**config.mk**
```make
export PLATFORM = sky130hd
export DESIGN_NAME = sha256_stream_hasher
export DESIGN_NICKNAME = d
export VERILOG_FILES = /design/src/hw/rtl/shash_pkg.sv /design/src/hw/rtl/shash_round.sv /design/src/hw/rtl/shash_core.sv /design/src/hw/rtl/sha256_stream_hasher.sv
export SDC_FILE = /design/constraint.sdc
export NUM_CORES = 2
export LEC_CHECK = 0
export BUFFER_PORTS_ARGS = -buffer_cell sky130_fd_sc_hd__clkbuf_2
export CAP_MARGIN = 5
export CORE_ASPECT_RATIO = 0.5
export CORE_MARGIN = 2
export CORE_UTILIZATION = 55
export DETAILED_ROUTE_END_ITERATION = 10
export PLACE_DENSITY = 0.78
export SLEW_MARGIN = 30
export SYNTH_ARGS = -nofsm -noshare
export SYNTH_HDL_FRONTEND = slang
export SYNTH_SLANG_ARGS = --single-unit
export TNS_END_PERCENT = 20
```
**constraint.sdc**
```tcl
create_clock -name clk -period 22.2 [get_ports clk]
set_input_delay 3.33 -clock clk [delete_from_list [all_inputs] [get_ports clk]]
set_output_delay 3.33 -clock clk [all_outputs]
set_load 0.01 [all_outputs]
```
**src/hw/rtl/shash_pkg.sv**
```systemverilog
// Shared types, constants and helper functions of the SHA-256 stream hasher.
// No dependencies.
`timescale 1ns / 1ps

package shash_pkg;

  typedef logic [31:0] shash_word_t;
  typedef shash_word_t [0:7] shash_state_t;

  typedef struct packed {
    logic start;
    logic init;
  } shash_ctrl_t;

  localparam int unsigned ROUNDS = 64;
  localparam int unsigned BLOCK_BITS = 512;
  localparam logic [7:0] PAD_MARK = 8'h80;
  localparam logic [5:0] LEN_START = 6'd56;

  localparam shash_state_t INIT_HASH = {
    32'h6a09e667, 32'hbb67ae85, 32'h3c6ef372, 32'ha54ff53a,
    32'h510e527f, 32'h9b05688c, 32'h1f83d9ab, 32'h5be0cd19
  };

  localparam shash_word_t ROUND_K [ROUNDS] = '{
    32'h428a2f98, 32'h71374491, 32'hb5c0fbcf, 32'he9b5dba5,
    32'h3956c25b, 32'h59f111f1, 32'h923f82a4, 32'hab1c5ed5,
    32'hd807aa98, 32'h12835b01, 32'h243185be, 32'h550c7dc3,
    32'h72be5d74, 32'h80deb1fe, 32'h9bdc06a7, 32'hc19bf174,
    32'he49b69c1, 32'hefbe4786, 32'h0fc19dc6, 32'h240ca1cc,
    32'h2de92c6f, 32'h4a7484aa, 32'h5cb0a9dc, 32'h76f988da,
    32'h983e5152, 32'ha831c66d, 32'hb00327c8, 32'hbf597fc7,
    32'hc6e00bf3, 32'hd5a79147, 32'h06ca6351, 32'h14292967,
    32'h27b70a85, 32'h2e1b2138, 32'h4d2c6dfc, 32'h53380d13,
    32'h650a7354, 32'h766a0abb, 32'h81c2c92e, 32'h92722c85,
    32'ha2bfe8a1, 32'ha81a664b, 32'hc24b8b70, 32'hc76c51a3,
    32'hd192e819, 32'hd6990624, 32'hf40e3585, 32'h106aa070,
    32'h19a4c116, 32'h1e376c08, 32'h2748774c, 32'h34b0bcb5,
    32'h391c0cb3, 32'h4ed8aa4a, 32'h5b9cca4f, 32'h682e6ff3,
    32'h748f82ee, 32'h78a5636f, 32'h84c87814, 32'h8cc70208,
    32'h90befffa, 32'ha4506ceb, 32'hbef9a3f7, 32'hc67178f2
  };

  function automatic shash_word_t big_sigma0(input shash_word_t x);
    return {x[1:0], x[31:2]} ^ {x[12:0], x[31:13]} ^ {x[21:0], x[31:22]};
  endfunction

  function automatic shash_word_t big_sigma1(input shash_word_t x);
    return {x[5:0], x[31:6]} ^ {x[10:0], x[31:11]} ^ {x[24:0], x[31:25]};
  endfunction

  function automatic shash_word_t small_sigma0(input shash_word_t x);
    return {x[6:0], x[31:7]} ^ {x[17:0], x[31:18]} ^ {3'b000, x[31:3]};
  endfunction

  function automatic shash_word_t small_sigma1(input shash_word_t x);
    return {x[16:0], x[31:17]} ^ {x[18:0], x[31:19]} ^ {10'b0, x[31:10]};
  endfunction

endpackage

```
**src/hw/rtl/shash_round.sv**
```systemverilog
// One SHA-256 compression round on the eight working variables.
// Depends on shash_pkg.
`timescale 1ns / 1ps

module shash_round
  import shash_pkg::*;
(
  input  shash_state_t v_in,
  input  shash_word_t  k_in,
  input  shash_word_t  w_in,
  output shash_state_t v_out
);

  shash_word_t ch;
  shash_word_t maj;
  shash_word_t t1;
  shash_word_t t2;

  assign ch  = (v_in[4] & v_in[5]) ^ (~v_in[4] & v_in[6]);
  assign maj = (v_in[0] & v_in[1]) ^ (v_in[0] & v_in[2]) ^ (v_in[1] & v_in[2]);
  assign t1  = v_in[7] + big_sigma1(v_in[4]) + ch + k_in + w_in;
  assign t2  = big_sigma0(v_in[0]) + maj;

  assign v_out[0] = t1 + t2;
  assign v_out[1] = v_in[0];
  assign v_out[2] = v_in[1];
  assign v_out[3] = v_in[2];
  assign v_out[4] = v_in[3] + t1;
  assign v_out[5] = v_in[4];
  assign v_out[6] = v_in[5];
  assign v_out[7] = v_in[6];

endmodule

```
**src/hw/rtl/shash_core.sv**
```systemverilog
// Iterative compression engine: chaining words, message schedule window,
// round counter; one round per cycle through shash_round. Depends on shash_pkg.
`timescale 1ns / 1ps

module shash_core
  import shash_pkg::*;
(
  input  logic                  clk,
  input  logic                  rst_n,
  input  shash_ctrl_t           ctrl,
  input  logic [BLOCK_BITS-1:0] block,
  output logic                  done,
  output shash_state_t          digest
);

  typedef enum logic [2:0] {
    C_IDLE  = 3'b001,
    C_ROUND = 3'b010,
    C_ADD   = 3'b100
  } core_state_t;

  core_state_t  cst_r, cst_nxt;
  shash_state_t h_r, h_nxt;
  shash_state_t v_r, v_nxt;
  shash_state_t v_round;
  shash_word_t  w_r [16];
  shash_word_t  w_nxt [16];
  shash_word_t  w_new;
  logic [5:0]   rnd_r, rnd_nxt;

  shash_round u_round (
    .v_in  (v_r),
    .k_in  (ROUND_K[rnd_r]),
    .w_in  (w_r[0]),
    .v_out (v_round)
  );

  assign w_new  = small_sigma1(w_r[14]) + w_r[9] + small_sigma0(w_r[1]) + w_r[0];
  assign done   = (cst_r == C_ADD);
  assign digest = h_r;

  always_comb begin
    cst_nxt = cst_r;
    h_nxt   = h_r;
    v_nxt   = v_r;
    rnd_nxt = rnd_r;
    for (int i = 0; i < 16; i++) begin
      w_nxt[i] = w_r[i];
    end
    case (cst_r)
      C_IDLE: begin
        if (ctrl.init) begin
          h_nxt = INIT_HASH;
        end
        if (ctrl.start) begin
          v_nxt   = h_r;
          rnd_nxt = 6'd0;
          for (int i = 0; i < 16; i++) begin
            w_nxt[i] = block[BLOCK_BITS-1-32*i -: 32];
          end
          cst_nxt = C_ROUND;
        end
      end
      C_ROUND: begin
        v_nxt   = v_round;
        rnd_nxt = rnd_r + 6'd1;
        for (int i = 0; i < 15; i++) begin
          w_nxt[i] = w_r[i+1];
        end
        w_nxt[15] = w_new;
        if (rnd_r == 6'd63) begin
          cst_nxt = C_ADD;
        end
      end
      C_ADD: begin
        for (int i = 0; i < 8; i++) begin
          h_nxt[i] = h_r[i] + v_r[i];
        end
        cst_nxt = C_IDLE;
      end
      default: begin
        cst_nxt = C_IDLE;
      end
    endcase
  end

  always_ff @(posedge clk) begin
    if (!rst_n) begin
      cst_r <= C_IDLE;
      h_r   <= INIT_HASH;
      rnd_r <= 6'd0;
    end else begin
      cst_r <= cst_nxt;
      h_r   <= h_nxt;
      rnd_r <= rnd_nxt;
    end
  end

  always_ff @(posedge clk) begin
    v_r <= v_nxt;
    for (int i = 0; i < 16; i++) begin
      w_r[i] <= w_nxt[i];
    end
  end

endmodule

```
**src/hw/rtl/sha256_stream_hasher.sv**
```systemverilog
// SHA-256 stream hasher top level: byte buffer, padding sequencer, digest output.
// Depends on shash_pkg, shash_core (and shash_round below it).
//
// Usage:
//   Input channel (in_valid / in_stall): one request per message byte, with
//   in_byte_present marking a real byte and in_end_of_message closing the message.
//   A request with only the end mark hashes an empty message.
//   Output channel (out_valid / out_stall): four requests per closed message,
//   64 digest bits each, part 0 most significant, out_last_part on part 3.
// Timing:
//   A byte that neither fills the block nor closes the message leaves in_stall
//   low. The 64th byte of a block starts the compression, with in_stall high
//   (one round per cycle in the shared round unit plus load and final add).
//   After the end mark, padding shifts one byte per cycle up to the block end,
//   then each padded block is compressed (two blocks if more than 55 bytes were held),
//   then the four digest parts on consecutive cycles unless stalled.
// Reset: synchronous, active low; the chaining words return to the initial hash
//   and the block is empty. A stalled digest part holds until taken; no new
//   input is taken before the fourth part leaves.
`timescale 1ns / 1ps

module sha256_stream_hasher
  import shash_pkg::*;
(
  input  logic        clk,
  input  logic        rst_n,
  input  logic        in_valid,
  output logic        in_stall,
  input  logic [7:0]  in_data_byte,
  input  logic        in_byte_present,
  input  logic        in_end_of_message,
  output logic        out_valid,
  input  logic        out_stall,
  output logic [63:0] out_digest_part,
  output logic [1:0]  out_part_index,
  output logic        out_last_part
);

  typedef enum logic [3:0] {
    S_IDLE = 4'b0001,
    S_PAD  = 4'b0010,
    S_COMP = 4'b0100,
    S_OUT  = 4'b1000
  } top_state_t;

  top_state_t            state_r, state_nxt;
  logic [BLOCK_BITS-1:0] block_r;
  logic [5:0]            fill_r, fill_nxt;
  logic [63:0]           bits_r, bits_nxt;
  logic                  mark_r, mark_nxt;
  logic                  len_ok_r, len_ok_nxt;
  logic                  pad_ctx_r, pad_ctx_nxt;
  logic                  eom_pend_r, eom_pend_nxt;
  logic [1:0]            part_r, part_nxt;
  logic                  start_r, start_nxt;
  logic                  shift_en;
  logic [7:0]            shift_byte;
  logic [63:0]           len_shift;
  logic                  core_done;
  shash_state_t          digest;
  shash_ctrl_t           ctrl;

  assign ctrl.start = start_r;
  assign ctrl.init  = (state_r == S_OUT) && !out_stall && (part_r == 2'd3);

  shash_core u_core (
    .clk    (clk),
    .rst_n  (rst_n),
    .ctrl   (ctrl),
    .block  (block_r),
    .done   (core_done),
    .digest (digest)
  );

  assign in_stall        = (state_r != S_IDLE);
  assign out_valid       = (state_r == S_OUT);
  assign out_part_index  = part_r;
  assign out_last_part   = (part_r == 2'd3);
  assign out_digest_part = {digest[{part_r, 1'b0}], digest[{part_r, 1'b1}]};
  assign len_shift       = bits_r >> {~fill_r[2:0], 3'b000};

  always_comb begin
    state_nxt    = state_r;
    bits_nxt     = bits_r;
    mark_nxt     = mark_r;
    len_ok_nxt   = len_ok_r;
    pad_ctx_nxt  = pad_ctx_r;
    eom_pend_nxt = eom_pend_r;
    part_nxt     = part_r;
    start_nxt    = 1'b0;
    shift_en     = 1'b0;
    shift_byte   = 8'h00;
    case (state_r)
      S_IDLE: begin
        if (in_valid) begin
          eom_pend_nxt = in_end_of_message;
          if (in_byte_present) begin
            shift_en   = 1'b1;
            shift_byte = in_data_byte;
            bits_nxt   = bits_r + 64'd8;
          end
          if (in_byte_present && (fill_r == 6'd63)) begin
            state_nxt = S_COMP;
            start_nxt = 1'b1;
          end else if (in_end_of_message) begin
            state_nxt   = S_PAD;
            mark_nxt    = 1'b1;
            len_ok_nxt  = 1'b0;
            pad_ctx_nxt = 1'b1;
          end
        end
      end
      S_PAD: begin
        shift_en = 1'b1;
        if (mark_r) begin
          shift_byte = PAD_MARK;
          mark_nxt   = 1'b0;
          len_ok_nxt = (fill_r < LEN_START);
        end else if (len_ok_r && (fill_r >= LEN_START)) begin
          shift_byte = len_shift[7:0];
        end
        if (fill_r == 6'd63) begin
          state_nxt = S_COMP;
          start_nxt = 1'b1;
        end
      end
      S_COMP: begin
        if (core_done) begin
          if (pad_ctx_r) begin
            if (len_ok_r) begin
              state_nxt = S_OUT;
              part_nxt  = 2'd0;
            end else begin
              state_nxt  = S_PAD;
              len_ok_nxt = 1'b1;
            end
          end else if (eom_pend_r) begin
            state_nxt   = S_PAD;
            mark_nxt    = 1'b1;
            len_ok_nxt  = 1'b0;
            pad_ctx_nxt = 1'b1;
          end else begin
            state_nxt = S_IDLE;
          end
        end
      end
      S_OUT: begin
        if (!out_stall) begin
          part_nxt = part_r + 2'd1;
          if (part_r == 2'd3) begin
            state_nxt    = S_IDLE;
            bits_nxt     = 64'd0;
            pad_ctx_nxt  = 1'b0;
            eom_pend_nxt = 1'b0;
          end
        end
      end
      default: begin
        state_nxt = S_IDLE;
      end
    endcase
    fill_nxt = shift_en ? (fill_r + 6'd1) : fill_r;
  end

  always_ff @(posedge clk) begin
    if (!rst_n) begin
      state_r    <= S_IDLE;
      fill_r     <= 6'd0;
      bits_r     <= 64'd0;
      mark_r     <= 1'b0;
      len_ok_r   <= 1'b0;
      pad_ctx_r  <= 1'b0;
      eom_pend_r <= 1'b0;
      part_r     <= 2'd0;
      start_r    <= 1'b0;
    end else begin
      state_r    <= state_nxt;
      fill_r     <= fill_nxt;
      bits_r     <= bits_nxt;
      mark_r     <= mark_nxt;
      len_ok_r   <= len_ok_nxt;
      pad_ctx_r  <= pad_ctx_nxt;
      eom_pend_r <= eom_pend_nxt;
      part_r     <= part_nxt;
      start_r    <= start_nxt;
    end
  end

  always_ff @(posedge clk) begin
    if (shift_en) begin
      block_r <= {block_r[BLOCK_BITS-9:0], shift_byte};
    end
  end

endmodule

```
Word-level counts from Yosys, hierarchy flattened
Memories as Yosys holds them, arrays and structs flattened.
Cells that the tools add are included.
{"block": "word_totals", "regBits": 1114, "ram_bits": 512, "mem_bits_ro": 2048, "inputBits": 14, "out_inout_bits": 69, "word_cells": 204, "mem_count": 2}
{"block": "op_classes", "addsub": 22, "n_lt_le_gt_ge": 5, "n_eq_ne": 29, "n_shift": 1, "muxes": 75, "bitwise": 21, "reduce_logical": 21}
{"name": "(name not given)", "depth": 64, "word_bits": 32, "read_ports": 1, "rd_ports_with_merged_regs": 0, "wr": 0, "line": "shash_core.sv:33", "rtl": ".k_in (ROUND_K[rnd_r]),"}
{"name": "u_core.w_r", "depth": 16, "word_bits": 32, "read_ports": 16, "rd_ports_with_merged_regs": 0, "wr": 16, "line": "shash_core.sv:26", "rtl": "shash_word_t w_r [16];"}
{"cell": "256-bit case mux with 2 select lines", "count": 2}
{"cell": "512-bit case mux with 2 select lines", "count": 1}
{"cell": "32-bit adder", "count": 18}
{"cell": "256-bit two-way mux", "count": 2}
{"cell": "512-bit two-way mux", "count": 1}
{"cell": "32-bit bitwise XOR", "count": 9}
{"cell": "64-bit two-way mux", "count": 4}
{"cell": "32-bit binary-select mux with 3-bit select", "count": 2}
{"cell": "32-bit two-way mux", "count": 6}
{"cell": "32-bit AND", "count": 5}
{"cell": "64-bit case mux with 2 select lines", "count": 1}
{"cell": "64-bit by 4-bit adder with 64-bit output (second input constant)", "count": 1}
{"cell": "64-bit by 6-bit right shift with 8-bit output", "count": 1}
{"cell": "4-bit two-way mux", "count": 9}
{"cell": "8-bit two-way mux", "count": 4}
{"cell": "32-bit NOT", "count": 1}
{"cell": "32-bit by 22-bit bitwise XOR with 32-bit output", "count": 1}
{"cell": "32-bit by 29-bit bitwise XOR with 32-bit output", "count": 1}
{"cell": "2-bit inequality test (second input constant)", "count": 14}
{"cell": "1-bit two-way mux", "count": 24}
{"cell": "7-bit AND reduction", "count": 3}
{"cell": "4-bit case mux with 4 select lines", "count": 1}
{"cell": "8-bit case mux with 2 select lines", "count": 1}
{"cell": "6-bit by 1-bit adder with 6-bit output (second input constant)", "count": 2}
{"cell": "36 further kinds", "count": 60}

Depth between registers and ports, before layout
{"block": "depth", "ltp_word": 8, "mapped_depth": 41, "mapped_depth_nobuf": 40}

Cells and area by module
From an unflattened synthesis, not the netlist that was laid out.
{"block": "unflattened", "hier_cells": 9208, "area_unflattened_um2": 92075.8}
{"mod": "shash_core", "n_inst": 1, "cells_each": 6783, "area_per_inst_um2": 59896.2, "seq_area_each_um2": 28367.2}
{"mod": "sha256_stream_hasher", "n_inst": 1, "cells_each": 1131, "area_per_inst_um2": 21295.4, "seq_area_each_um2": 16936.2}
{"mod": "shash_round", "n_inst": 1, "cells_each": 1294, "area_per_inst_um2": 10884.2, "seq_area_each_um2": 0.0}

Worst setup path before layout
Ideal clock, no wire load.
{"block": "synth_timing", "path_type": "register to register", "from": "register u_core.cst_r[1]", "to": "register u_core.rnd_r[3]", "setup_ps": 760, "arrival_time_ps": 15933, "t_required_ps": 21440, "setup_slack_ps": 5507, "path_stages_with_launch": 6, "path_buffers": 0, "synth_period_minus_slack_ps": 16693, "cell_sequence": "dfxtp_1 > nand2b_1 > o21ai_0 > nand2b_1 > inv_1 > a31oi_1"}
{"block": "synth_between", "elab_chain_len": 3, "word_cells_on_any_way": 6, "cone_classes": "eq/ne (3); mux (1); reduce/logical (2)"}
{"element": "start: declaration", "line": "shash_core.sv:22", "rtl": "core_state_t cst_r, cst_nxt;"}
{"element": "start signal: assignment", "line": "shash_core.sv:93", "rtl": "cst_r <= cst_nxt;"}
{"element": "3-bit by 1-bit == test with 1-bit output / 3-bit by 2-bit == test with 1-bit output (equally long branches)", "line": "shash_core.sv:50", "rtl": "case (cst_r)"}
{"element": "2-bit inequality test (no source line) / 2-bit nonzero test (equally long branches)"}
{"element": "2-bit AND reduction (no source line)"}
{"element": "end signal: assignment", "line": "shash_core.sv:95", "rtl": "rnd_r <= rnd_nxt;"}
{"element": "end: declaration", "line": "shash_core.sv:29", "rtl": "logic [5:0] rnd_r, rnd_nxt;"}
Several ways; a longest one is shown, not always the timed one.
A chain may end at the register's enable or synchronous reset.

==> results.md <==
* Antenna diodes at 0
* Worst hold path class: reg2reg
* Worst Tran Pin Value at 1.11 ns
* RSZ-0062 raised after global routing: false
* CP Class: reg2reg
* Post-synth EDFFs at between 1k and 1.5k
* Cells after Synth at around 8.9k
* Global-route wire length before repair at ~380,000 µm
* Total Wirelength at around 260,000 µm
* Outcome: finished, final reports clean
* Vias/cell at 6.07
* Delay of the slowest critical-path stage at between 0.7 and 0.8 ns
* Area growth syn-to-layout at 8.02%
* Routed len/inst at approximately 23 µm
* Top_reg_cell synth: edfxtp_1
* Startpoint Class: flip-flop
* Setup ws final at 11.43 ns
* Post-synth ARST share at 0%
* Clock Skew at a little over 0.1 ns
* Post-synthesis simple-gate area fraction at between 10% and 20%
* Cell Rows at approximately 100
* Commonest non-fill, non-tap cell in the layout: nand2_1
* CTS root buffer: clkbuf_16
* Most frequent cell on the critical path: o21ai_0
* Largest net degree at the start of global routing at 185
* Top cell type's share of synthesized area at between 40% and 50%
* Boundary Pins at 83
* LEAKAGE at 37.9 nW
* Final Core Density at around 60%
* Die Span X at ~580 µm
* Final Max Tran Viols at 0
* Initial antenna violation count at 5
* Max transition margin at 26.1%
* Core area at 0.161 mm²
* CP Capture Type: flip-flop
* Deepest clock path buffer count at 4
* Via Count at between 60k and 70k
* Layout cells sized above 1 at 6.18%
* Die footprint at between 0.15 and 0.2 mm²
* Post-DRT Antenna Nets at 0
* Worst R2R Setup Slack at 11.43 ns
* Fmax at a little over 0.09 GHz
* Dpl hpwl at around 180,000 µm
* Worst-path maximum fanout at 28
* Final period utilization at between 40% and 50%
* CTS H-tree lvls at 4
* Yosys top cell by area: edfxtp_1
* Final hold viol count at 0
* Setup TNS at 0 ns
* Port Buf Inserts at 82
* Post-Synth XOR/XNOR Area at 6.01%
* Commonest non-fill, non-tap cells in the layout: 2,506 x nand2_1, 1,280 x edfxtp_1, 405 x a21oi_1, 395 x ha_1, 394 x o21ai_0
* GR Overflow Total at 0
* Drt first-iter violations at between 8k and 9k
* Pwr Density at 66.4 mW/mm²
* Die Y at about 290 µm
* Critical path data arrival time at 11.41 ns
* Drt first pass iters at 8
* Top cells by area, synth: edfxtp_1 43%, nand2_1 10%, dfxtp_1 7.6%
* Required time worst endpoint at between 20 and 25 ns
* DRC viols at 0
* # hold bufs at CTS at 0
* Sink Count at between 1.5k and 2k
* Mapped Area at 0.0898 mm²
* Distinct cells, synth at between 100 and 150
* Buf/Inv on CP at 5
* VDD IR max at between 0.06 and 0.07 mV
* Synth Area in Adders at 9.87%
* Register bit total from synthesis at between 1.5k and 2k
* Mean area per synthesized cell at about 10 µm²
* Number of global-route vias before repair at 62.4k
* Max-cap violations at 0
* Largest family of logic cells by synthesized area: simple AND/OR/NAND/NOR gates
* Clock transition at path regs at ~0.070 ns
* Post-CTS setup repair buffer count at 0
* Final setup fails at 0
* Starting Density at 55.6%
* Compound-Gate Fraction of Synth Area at between 10% and 20%
* Total track usage at between 30% and 40%
* Slowest CP cell: ha_1
* YS warnings at 0
* Final min period at between 10 and 15 ns
* Gate family responsible for the most delay along the worst path: adder cells
* Dpl ws at 11.72 ns
* Post-Syn Nets at around 9.5k
* Fill count at roughly 13k
* CTS tree: yes
* GPL Wtd Cong at around 1.0
* CTS buffer count at ~150
* Seq/Total Area, Yosys at slightly above 50%
* Worst skew pair latency at ~0.86 ns
* CTS resizes at 0
* Mux share of post-synthesis cell area at approximately 2.7%
* # nets final at around 9.4k
metrics by stage:
stage                     cell area, µm²  total power (W)  hold slack [ns]  std cells
after CTS                          96900          0.00646            0.394      11000
after global routing               97000          0.00663            0.411      11000
after floorplan                    89800          0.00389            0.421       8851
after detailed placement           92100          0.00389            0.431      10800
final                              97000          0.00644            0.401      11000
after global placement             92100          0.00387            0.428      10800
power breakdown:
part / switching [W] / total [W] / internal (W)
registers: 0.0000793 / 0.00358 / 0.00350
clock network: 0.00118 / 0.00261 / 0.00143
logic: 0.000182 / 0.000252 / 0.0000705
total: 0.00144 / 0.00644 / 0.00500
synth_stat cells (all sizes together), types with 11 or more instances:
cell,number
nor2b,128
o31ai,37
nand3b,14
o211ai,31
xor2,231
nor3b,13
mux4,81
o311ai,14
a22oi,75
o21ai,403
nand4,34
buf,44
and2,29
nand3,114
or3,46
dfxtp,343
or4,11
xnor2,383
a21o,189
fa,195
mux2i,48
a21oi,410
a211o,11
a31oi,60
or2,17
nor4,14
nand2b,45
nand2,2511
and3,52
a32oi,12
ha,395
nor3,66
nor2,342
clkbuf,377
o21bai,55
edfxtp,1280
and4,12
a211oi,50
inv,356
a21boi,23
o22ai,98
a31o,11
o21a,65
cell type report:
class                           instances  area [µm²]  area share [%]
Tap cell                             2173        2720            2.80
Multi-Input combinational cell       6446       41600            42.9
Sequential cell                      1623       45300            46.7
Clock inverter                         75         674           0.695
Clock buffer                          191        4120            4.24
Timing Repair Buffer                  166        1200            1.23
Inverter                              361        1360            1.41
kinds of logic (layout without fill, tap and decap cells):
logic type,after synthesis,after routing
AO/OA/AOI/OAI,1642,1642
buffers and inverters,782,793
adder cells (fa/ha/maj),592,592
AND/OR/NAND/NOR,3459,3459
XOR/XNOR,615,615
flip-flops,1623,1623
multiplexers,138,138
worst register-to-register path: cells and delay by family (launching register included):
family / cells / cell delay, ns
buf+inv: 5 / 1.10
xor+xnor: 1 / 0.31
flops: 1 / 0.31
fa+ha+maj: 7 / 3.35
simple gates: 9 / 2.28
compound gates: 14 / 3.19
path summary, 6_finish.rpt:
kind	startpoint	end	depth (start not counted)
setup / recovery	u_core.rnd_r[0]	u_core.v_r[254]	36
hold / removal	block_r[232]	block_r[240]	0
setup reg to reg	u_core.rnd_r[0]	u_core.v_r[254]	36
hold reg to reg	block_r[232]	block_r[240]	0
registers in the layout (all words and copies together) (netlist names), 2 cells and up:
| name | cells |
|---|---|
| out_part_index | 2 |
| block_r | 512 |
| bits_r | 61 |
| u_core.rnd_r | 6 |
| u_core.v_r | 256 |
| u_core.cst_r | 3 |
| u_core.digest | 256 |
| u_core.w_r | 512 |
| state_r | 4 |
| fill_r | 6 |
layer usage:
metal	vias up	routed length, µm	global-route usage (%)
met4	2	9690	10.7
met1	32400	109000	44.2
met3	511	26800	5.06
met5	-	13	0
li1	30600	-	-
met2	3372	112000	45.6
Note: power is estimated with default switching activity, not from simulation.
